### config.mk
export PLATFORM = sky130hd
export DESIGN_NAME = integer_to_ascii_converter
export DESIGN_NICKNAME = d
export VERILOG_FILES = /design/src/rtl/i2a_pkg.sv /design/src/rtl/integer_to_ascii_converter.sv /design/src/rtl/i2a_dabble.sv /design/src/rtl/i2a_emit.sv
export VERILOG_INCLUDE_DIRS = /design/src /design/src/rtl
export SDC_FILE = /design/constraint.sdc
export NUM_CORES = 1
export LEC_CHECK = 0
export BUFFER_PORTS_ARGS = -buffer_cell sky130_fd_sc_hd__buf_2
export CAP_MARGIN = 10
export CORE_MARGIN = 10
export CORE_UTILIZATION = 40
export DETAILED_ROUTE_END_ITERATION = 10
export GPL_ROUTABILITY_DRIVEN = 0
export PLACE_DENSITY = 0.64
export SLEW_MARGIN = 15
export SYNTH_ARGS = -nofsm -noshare
export SYNTH_HDL_FRONTEND = slang
export SYNTH_SLANG_ARGS = --single-unit
### constraint.sdc
create_clock -name clk_i -period 7 [get_ports clk_i]
set_input_delay 1.4 -clock clk_i [delete_from_list [all_inputs] [get_ports clk_i]]
set_output_delay 1.4 -clock clk_i [all_outputs]
set_load 0.03 [all_outputs]
### src/rtl/integer_to_ascii_converter_assert.svh
// Assertion macros for the integer to ASCII converter.
// Used by the top level; expects clk_i and rst_ni in scope.
`ifndef INTEGER_TO_ASCII_CONVERTER_ASSERT_SVH
`define INTEGER_TO_ASCII_CONVERTER_ASSERT_SVH

// Check a property on every clock edge outside reset.
`define I2A_ASSERT(lbl, prop, msg) \
  lbl: assert property (@(posedge clk_i) disable iff (!rst_ni) prop) else $error(msg);

// Check a property on every clock edge, reset included.
`define I2A_ASSERT_ALWAYS(lbl, prop, msg) \
  lbl: assert property (@(posedge clk_i) prop) else $error(msg);

`endif

### src/rtl/i2a_pkg.sv
// Shared types, constants and helpers of the integer to ASCII converter.
// No dependencies.
`default_nettype none

package i2a_pkg;

  localparam int unsigned MAX_DIGITS = 20;
  localparam int unsigned OPERAND_W  = 64;
  localparam int unsigned HALF_W     = 32;
  localparam int unsigned DIGIT_W    = 4;

  localparam logic [1:0] OP_SDEC    = 2'd0;
  localparam logic [1:0] OP_UDEC    = 2'd1;
  localparam logic [1:0] OP_HEX     = 2'd2;
  localparam logic [1:0] OP_HEX_ALT = 2'd3;

  localparam logic [7:0] CHAR_ZERO  = 8'h30;
  localparam logic [7:0] CHAR_A_OFS = 8'h57;  // 'a' - 10
  localparam logic [7:0] CHAR_MINUS = 8'h2d;

  typedef struct packed {
    logic                 start;
    logic                 hex;
    logic [OPERAND_W-1:0] mag;
  } dab_req_t;

  typedef struct packed {
    logic load;
    logic neg;
  } emit_load_t;

  function automatic logic [7:0] digit_char(input logic [DIGIT_W-1:0] d);
    logic [7:0] ext;
    ext = {{(8 - DIGIT_W){1'b0}}, d};
    if (d < DIGIT_W'(10)) begin
      return CHAR_ZERO + ext;
    end else begin
      return CHAR_A_OFS + ext;
    end
  endfunction

endpackage

`default_nettype wire

### src/rtl/integer_to_ascii_converter.sv
// Integer to ASCII converter: top level with control sequencer.
// Depends on i2a_pkg, i2a_dabble, i2a_emit and the assertion macro header.
//
// Usage:
//   Input stream: tdata carries the 64-bit operand; tuser carries the opcode
//   (0 signed decimal, 1 unsigned decimal, 2 or 3 lower-case hex) and the
//   wide flag (0 uses the low 32 bits, 1 uses all 64 bits).
//   Output stream: one ASCII character per transfer in tdata, most
//   significant digit first, with a leading '-' for negative signed values;
//   tlast marks the final character of each number.
//   Timing: one request at a time. The operand is shifted through the digit
//   converter one bit per cycle, and the digits then go to the emitter. Leading
//   zeros are then skipped one digit per cycle, a final step ends the skip, and
//   one character leaves per cycle (1 to 20 characters) while the receiver is
//   ready; the bit-serial shift dominates the time a request takes. The next
//   request is accepted once the sequencer is back in idle after the final
//   character enters the output register, even if the receiver has not taken it.
//   A stalled receiver holds the output register and pauses the emitter.
//   Reset clears the sequencer and the output valid; no request is pending.
`default_nettype none
`include "integer_to_ascii_converter_assert.svh"

module integer_to_ascii_converter #(
  parameter int unsigned MaxDigits = i2a_pkg::MAX_DIGITS
) (
  input  wire logic        clk_i,
  input  wire logic        rst_ni,
  input  wire logic        s_axis_tvalid_i,
  output logic             s_axis_tready_o,
  input  wire logic [63:0] s_axis_tdata_i,   // [63:0] value
  input  wire logic [2:0]  s_axis_tuser_i,   // [1:0] opcode, [2] wide
  output logic             m_axis_tvalid_o,
  input  wire logic        m_axis_tready_i,
  output logic [7:0]       m_axis_tdata_o,   // [7:0] character
  output logic             m_axis_tlast_o
);

  localparam int unsigned OpW   = i2a_pkg::OPERAND_W;
  localparam int unsigned HalfW = i2a_pkg::HALF_W;

  typedef enum logic [2:0] {
    ST_IDLE = 3'b001,
    ST_CONV = 3'b010,
    ST_EMIT = 3'b100
  } state_e;

  state_e              state_q, state_d;
  logic                neg_q, neg_d;
  logic                accept;
  logic [1:0]          opcode;
  logic                wide;
  logic                is_signed;
  logic                is_hex;
  logic [OpW-1:0]      ext;
  logic                negative;
  i2a_pkg::dab_req_t   dab_req;
  i2a_pkg::emit_load_t emit_load;
  logic                dab_done;
  logic                emit_busy;
  logic [MaxDigits*i2a_pkg::DIGIT_W-1:0] digits;

  assign opcode    = s_axis_tuser_i[1:0];
  assign wide      = s_axis_tuser_i[2];
  assign is_signed = (opcode == i2a_pkg::OP_SDEC);
  assign is_hex    = (opcode == i2a_pkg::OP_HEX) || (opcode == i2a_pkg::OP_HEX_ALT);

  assign s_axis_tready_o = (state_q == ST_IDLE);
  assign accept          = s_axis_tvalid_i && s_axis_tready_o;

  // Narrow operands are sign- or zero-extended from bit 31.
  always_comb begin
    if (wide) begin
      ext = s_axis_tdata_i;
    end else if (is_signed) begin
      ext = {{(OpW - HalfW){s_axis_tdata_i[HalfW-1]}}, s_axis_tdata_i[HalfW-1:0]};
    end else begin
      ext = {{(OpW - HalfW){1'b0}}, s_axis_tdata_i[HalfW-1:0]};
    end
  end

  assign negative      = is_signed && ext[OpW-1];
  assign dab_req.start = accept;
  assign dab_req.hex   = is_hex;
  assign dab_req.mag   = negative ? (~ext + OpW'(1)) : ext;

  assign emit_load.load = dab_done;
  assign emit_load.neg  = neg_q;

  always_comb begin
    state_d = state_q;
    neg_d   = neg_q;
    case (state_q)
      ST_IDLE: begin
        if (accept) begin
          state_d = ST_CONV;
          neg_d   = negative;
        end
      end
      ST_CONV: begin
        if (dab_done) begin
          state_d = ST_EMIT;
        end
      end
      ST_EMIT: begin
        if (!emit_busy) begin
          state_d = ST_IDLE;
        end
      end
      default: state_d = ST_IDLE;
    endcase
  end

  always_ff @(posedge clk_i or negedge rst_ni) begin
    if (!rst_ni) begin
      state_q <= ST_IDLE;
      neg_q   <= 1'b0;
    end else begin
      state_q <= state_d;
      neg_q   <= neg_d;
    end
  end

  i2a_dabble #(
    .MaxDigits (MaxDigits)
  ) u_dabble (
    .clk_i    (clk_i),
    .rst_ni   (rst_ni),
    .req_i    (dab_req),
    .done_o   (dab_done),
    .digits_o (digits)
  );

  i2a_emit #(
    .MaxDigits (MaxDigits)
  ) u_emit (
    .clk_i    (clk_i),
    .rst_ni   (rst_ni),
    .load_i   (emit_load),
    .digits_i (digits),
    .busy_o   (emit_busy),
    .tvalid_o (m_axis_tvalid_o),
    .tready_i (m_axis_tready_i),
    .char_o   (m_axis_tdata_o),
    .last_o   (m_axis_tlast_o)
  );

  `I2A_ASSERT(a_accept_starts_conv, accept |=> (state_q == ST_CONV), "accept did not start conversion")
  `I2A_ASSERT(a_done_in_conv, dab_done |-> (state_q == ST_CONV), "converter done outside conversion")
  `I2A_ASSERT(a_idle_emit_quiet, (state_q == ST_IDLE) |-> !emit_busy, "emitter busy while idle")
  `I2A_ASSERT_ALWAYS(a_no_accept_busy, (accept && rst_ni) |-> (!emit_busy && !dab_done), "request accepted while busy")

endmodule

`default_nettype wire

### src/rtl/i2a_dabble.sv
// Bit-serial binary to digit converter (shift and add-3 for decimal, plain shift for hex), one bit per cycle.
// Depends on i2a_pkg.
`default_nettype none

module i2a_dabble #(
  parameter int unsigned MaxDigits = i2a_pkg::MAX_DIGITS
) (
  input  wire logic                                 clk_i,
  input  wire logic                                 rst_ni,
  input  wire i2a_pkg::dab_req_t                    req_i,
  output logic                                      done_o,
  output logic [MaxDigits*i2a_pkg::DIGIT_W-1:0]     digits_o
);

  localparam int unsigned DigW = i2a_pkg::DIGIT_W;
  localparam int unsigned BcdW = MaxDigits * DigW;
  localparam int unsigned OpW  = i2a_pkg::OPERAND_W;
  localparam int unsigned CntW = $clog2(OpW + 1);

  logic [OpW-1:0]  bin_q, bin_d;
  logic [BcdW-1:0] bcd_q, bcd_d, adj;
  logic [CntW-1:0] cnt_q, cnt_d;
  logic            busy_q, busy_d;
  logic            done_q, done_d;
  logic            hex_q, hex_d;

  // Correct every digit of 5 or more before the shift; hex shifts plainly.
  always_comb begin
    logic [DigW-1:0] dg;
    adj = bcd_q;
    for (int i = 0; i < int'(MaxDigits); i++) begin
      dg = bcd_q[i*DigW +: DigW];
      if (!hex_q && dg >= DigW'(5)) begin
        adj[i*DigW +: DigW] = dg + DigW'(3);
      end
    end
  end

  always_comb begin
    bin_d  = bin_q;
    bcd_d  = bcd_q;
    cnt_d  = cnt_q;
    busy_d = busy_q;
    hex_d  = hex_q;
    done_d = 1'b0;
    if (req_i.start) begin
      bin_d  = req_i.mag;
      bcd_d  = '0;
      cnt_d  = CntW'(OpW);
      busy_d = 1'b1;
      hex_d  = req_i.hex;
    end else if (busy_q) begin
      bcd_d = {adj[BcdW-2:0], bin_q[OpW-1]};
      bin_d = {bin_q[OpW-2:0], 1'b0};
      cnt_d = cnt_q - CntW'(1);
      if (cnt_q == CntW'(1)) begin
        busy_d = 1'b0;
        done_d = 1'b1;
      end
    end
  end

  always_ff @(posedge clk_i or negedge rst_ni) begin
    if (!rst_ni) begin
      busy_q <= 1'b0;
      done_q <= 1'b0;
      cnt_q  <= '0;
    end else begin
      busy_q <= busy_d;
      done_q <= done_d;
      cnt_q  <= cnt_d;
    end
  end

  always_ff @(posedge clk_i) begin
    bin_q <= bin_d;
    bcd_q <= bcd_d;
    hex_q <= hex_d;
  end

  assign done_o   = done_q;
  assign digits_o = bcd_q;

endmodule

`default_nettype wire

### src/rtl/i2a_emit.sv
// Character emitter: skips leading zeros, sends sign and digits, MSD first.
// Depends on i2a_pkg.
`default_nettype none

module i2a_emit #(
  parameter int unsigned MaxDigits = i2a_pkg::MAX_DIGITS
) (
  input  wire logic                                 clk_i,
  input  wire logic                                 rst_ni,
  input  wire i2a_pkg::emit_load_t                  load_i,
  input  wire logic [MaxDigits*i2a_pkg::DIGIT_W-1:0] digits_i,
  output logic                                      busy_o,
  output logic                                      tvalid_o,
  input  wire logic                                 tready_i,
  output logic [7:0]                                char_o,
  output logic                                      last_o
);

  localparam int unsigned DigW = i2a_pkg::DIGIT_W;
  localparam int unsigned BcdW = MaxDigits * DigW;
  localparam int unsigned LeftW = $clog2(MaxDigits + 1);

  logic [BcdW-1:0]  dig_q, dig_d;
  logic [LeftW-1:0] left_q, left_d;
  logic             neg_q, neg_d;
  logic             skip_q, skip_d;
  logic             busy_q, busy_d;
  logic             ovalid_q, ovalid_d;
  logic [7:0]       ochar_q, ochar_d;
  logic             olast_q, olast_d;
  logic [DigW-1:0]  top_dig;
  logic             out_free;

  assign top_dig  = dig_q[BcdW-1 -: DigW];
  assign out_free = !ovalid_q || tready_i;

  always_comb begin
    dig_d    = dig_q;
    left_d   = left_q;
    neg_d    = neg_q;
    skip_d   = skip_q;
    busy_d   = busy_q;
    ovalid_d = ovalid_q && !tready_i;
    ochar_d  = ochar_q;
    olast_d  = olast_q;
    if (load_i.load) begin
      dig_d  = digits_i;
      left_d = LeftW'(MaxDigits);
      neg_d  = load_i.neg;
      skip_d = 1'b1;
      busy_d = 1'b1;
    end else if (busy_q && skip_q) begin
      // drop leading zeros, keep at least one digit
      if (top_dig == '0 && left_q != LeftW'(1)) begin
        dig_d  = {dig_q[BcdW-DigW-1:0], {DigW{1'b0}}};
        left_d = left_q - LeftW'(1);
      end else begin
        skip_d = 1'b0;
      end
    end else if (busy_q && out_free) begin
      ovalid_d = 1'b1;
      if (neg_q) begin
        ochar_d = i2a_pkg::CHAR_MINUS;
        olast_d = 1'b0;
        neg_d   = 1'b0;
      end else begin
        ochar_d = i2a_pkg::digit_char(top_dig);
        olast_d = (left_q == LeftW'(1));
        dig_d   = {dig_q[BcdW-DigW-1:0], {DigW{1'b0}}};
        left_d  = left_q - LeftW'(1);
        if (left_q == LeftW'(1)) begin
          busy_d = 1'b0;
        end
      end
    end
  end

  always_ff @(posedge clk_i or negedge rst_ni) begin
    if (!rst_ni) begin
      busy_q   <= 1'b0;
      ovalid_q <= 1'b0;
      skip_q   <= 1'b0;
      neg_q    <= 1'b0;
      left_q   <= '0;
    end else begin
      busy_q   <= busy_d;
      ovalid_q <= ovalid_d;
      skip_q   <= skip_d;
      neg_q    <= neg_d;
      left_q   <= left_d;
    end
  end

  always_ff @(posedge clk_i) begin
    dig_q   <= dig_d;
    ochar_q <= ochar_d;
    olast_q <= olast_d;
  end

  assign busy_o   = busy_q;
  assign tvalid_o = ovalid_q;
  assign char_o   = ochar_q;
  assign last_o   = olast_q;

endmodule

`default_nettype wire

==> flow_summary_export.csv <==
group,metric,value,unit
synthesis,synth_top_cell_by_area,"edfxtp_1",
global_routing,track_usage,0.137,
critical_path,cp.arrival,4.39,ns
synthesis,synthTopCellsByArea,"edfxtp_1, dfxtp_1, mux2_2, ha_1, a21oi_1",
synthesis,ys_warn_count,0,
finish,finalInstanceArea,0.0158,mm^2
pwr,total_power,3180,uW
global_routing,antenna_found_initial,0,
pwr,ir_worst_vdd,0.000186,V
synthesis,synth_edf_count,153,
clocking,postCtsHoldBufs,0,
min_path,hold_path_class,"register to register",
floorplan,die-height,208,um
finish,fillerInstances,3260,
detailed_routing,ant_nets,0,
synthesis,syn_nets,1526,
pwr,switching_power,702,uW
clocking,cts_tree,"built",
clocking,postCtsSetupRepairBufs,0,
sta,rsz0062_at_grt,"no",
sta,finalSetupTns,0,ns
global_routing,overflow,0,
sta,skew,0.0137,ns
clocking,root_buffer,"clkbuf_16",
finish,final_common_cell,"edfxtp_1",
detailed_routing,avgRoutedWirePerCell,16.1,um
synthesis,synthArstFlopShare,0.0863,
synthesis,synth_cells,1408,
run_status,status,"completed",
synthesis,seq_area_frac_synth,0.477,
critical_path,critPathKind,"primary input to register",
synthesis,yosysTopAreaCellShare,0.325,
pwr,clkPwrFrac,0.460,
global_routing,first_global_vias,10300,
sta,max_freq,251,MHz
clocking,clockBufferDepth,3,
sta,min_period,3.98,ns
critical_path,worst_setup_path_start_kind,"primary input",
clocking,htree_levels,1,
synthesis,ys_ff_latch,255,
clocking,cts.sinks,255,
synthesis,avgSynthCellArea,10.1,um^2
sta,period_share,0.568,
clocking,cts-buffers-inserted,29,
floorplan,dieWidth,208,um
detailed_routing,route.detailed.drc,0,
pwr,power.leakage,0.00550,uW
finish,final_layout_size_suffix_gt1_frac,0.158,
synthesis,ys.flop_type,"edfxtp_1",
sta,hold_viol_final,0,
flow_run,cap_viol_max_count,0,
global_routing,grt_pass1_wl,51500,um
sta,worst_pin_slew,1.14,ns
finish,synthToLayoutAreaGrowth,11.8,%
placement,hpwlAfterDp,19700,um
pwr,p_per_area,201,mW/mm^2
floorplan,start_util,0.408,
placement,placed_cells,1865,
finish,n_antenna_cell,0,
critical_path,path_max_fanout,71,
pwr,power_frac_comb,0.044,
pwr,power_frac_seq,0.496,
detailed_routing,num_vias,10600,
global_routing,grt_max_degree,120,
detailed_routing,first_pass_iters,5,
finish,layout_common_cells,"edfxtp_1, nor2_1, nand2_1, a21oi_1",
critical_path,worstPathRequired,7.42,ns
placement,io_buffers,80,
finish,final_util,0.456,
synthesis,synth_area,0.0142,mm^2
clocking,clk_pin_slew_worst_paths,0.06,ns
floorplan,core_area,0.0347,mm^2
clocking,ctsResizeCount,0,
finish,final_nets,1559,
finish,layout.cells.non_filler,1919,
floorplan,fp.dieArea,0.0433,mm^2
sta,slew_headroom,0.241,
critical_path,end_kind,"register",
floorplan,core.rowCount,68,
synthesis,synth.distinct_cells,69,
placement,placedInstanceArea,0.0149,mm^2
sta,setup_viol,0,
pwr,swShare,0.221,
clocking,clkLatencyLatePin,0.57,ns
detailed_routing,first_iter_violations,781,
detailed_routing,drt-vias-per-instance,5.50,
pwr,internal_power,2480,uW
detailed_routing,routed_wirelength,30900,um
sta,final_max_slew_viol_count,0,
floorplan,io_pins,82,
routing by layer:
layer  vias up  GRT usage  wire (um)
met3        53     0.0279       1540
met5         -          0          0
met4         0     0.0399        708
li1       5215          -          -
met2       228      0.229      14600
met1      5057      0.176      14000
synthesized netlist by cell type, types with 4 or more instances:
cell type and count:
a211oi_1 44, a21oi_1 109, a311oi_1 4, a31oi_1 9, and2_1 4, buf_1 6
clkbuf_1 78, dfrtp_1 21, dfxtp_1 80, edfxtp_1 153, ha_1 47, inv_1 51
mux2_2 77, mux2i_1 39, nand2_1 117, nand2b_1 30, nand3_1 14, nand3b_1 5
nand4_1 7, nor2_1 132, nor3_1 23, nor3b_1 23, nor4_1 8, nor4b_1 5
o211ai_1 43, o21a_1 4, o21ai_0 74, o21ai_1 8, o31ai_1 26, o41ai_1 8
or3_1 9, or4_1 12, xnor2_1 56, xor2_1 29
cell type report:
class                   count  area, um^2  share of cell area
clock buffers              37         766              0.0484
flip-flops and latches    255        6760               0.427
multi-input cells        1012        6900               0.436
well taps                 455         569              0.0360
clock inverters            17         145             0.00917
inverters                  52         196              0.0124
repair buffers             91         490              0.0310
power groups by stage:
stage | clock network, uW | registers, uW | logic (uW)
2_1_floorplan | 0 | 1610 | 79.7
3_3_place_gp | 0 | 1610 | 137
6_report | 1460 | 1570 | 140
4_1_cts | 1510 | 1570 | 138
5_1_grt | 1560 | 1570 | 154
3_5_place_dp | 0 | 1610 | 138
kinds of logic (layout without fill, tap and decap cells):
family	after synthesis	count (layout)	share of synthesized area
AND/OR/NAND/NOR	407	407	0.142
AO/OA/AOI/OAI	355	355	0.160
flip-flops	255	255	0.477
buffers and inverters	141	197	0.0382
multiplexers	116	116	0.0888
XOR/XNOR	85	85	0.0526
adder cells (fa/ha/maj)	47	47	0.0415
other	2	2	0.000531
final timing paths:
check / start / to / slack [ns] / cells past startpoint
setup reg to reg: state_q[0]$_DFFE_PN1P_ / u_dabble.bin_q[59]$_DFFE_PP_ / 4.18 / 7
max in group asynchronous: rst_ni / u_dabble.done_o$_DFF_PN0_ / 5.79 / 1
hold / removal: u_dabble.bin_q[63]$_DFFE_PP_ / u_dabble.digits_o[0]$_SDFFE_PP0P_ / 0.47 / 2
min in group asynchronous: rst_ni / u_emit.neg_q$_DFFE_PN0P_ / 0.81 / 1
setup / recovery: s_axis_tuser_i[2] / u_dabble.bin_q[59]$_DFFE_PP_ / 3.02 / 7
hold reg to reg: u_dabble.bin_q[63]$_DFFE_PP_ / u_dabble.digits_o[0]$_SDFFE_PP0P_ / 0.47 / 2
critical path, cell delays in order:
cell	delay (ns)
buf_2	0.84
or4b_1	0.45
nand4_1	0.13
a21oi_1	0.56
nand4_2	0.34
or4_1	0.57
nand3_1	0.10
state kept, by name, summed over array words and instances (netlist names):
register	flops
neg_q	1
state_q	3
u_dabble.bin_q	64
u_dabble.busy_q	1
u_dabble.cnt_q	7
u_dabble.digits_o	80
u_dabble.done_o	1
u_dabble.hex_q	1
u_emit.busy_o	1
u_emit.char_o	7
u_emit.dig_q	80
u_emit.last_o	1
u_emit.left_q	5
u_emit.neg_q	1
u_emit.skip_q	1
u_emit.tvalid_o	1
per-stage QoR:
step | hold slack, ns | setup WS [ns]
2_1_floorplan | 0.447 | 1.83
3_3_place_gp | 0.469 | 2.55
3_5_place_dp | 0.484 | 2.58
4_1_cts | 0.490 | 3.16
5_1_grt | 0.516 | 2.88
6_report | 0.474 | 3.02
Power figures use the tool's default switching activity.
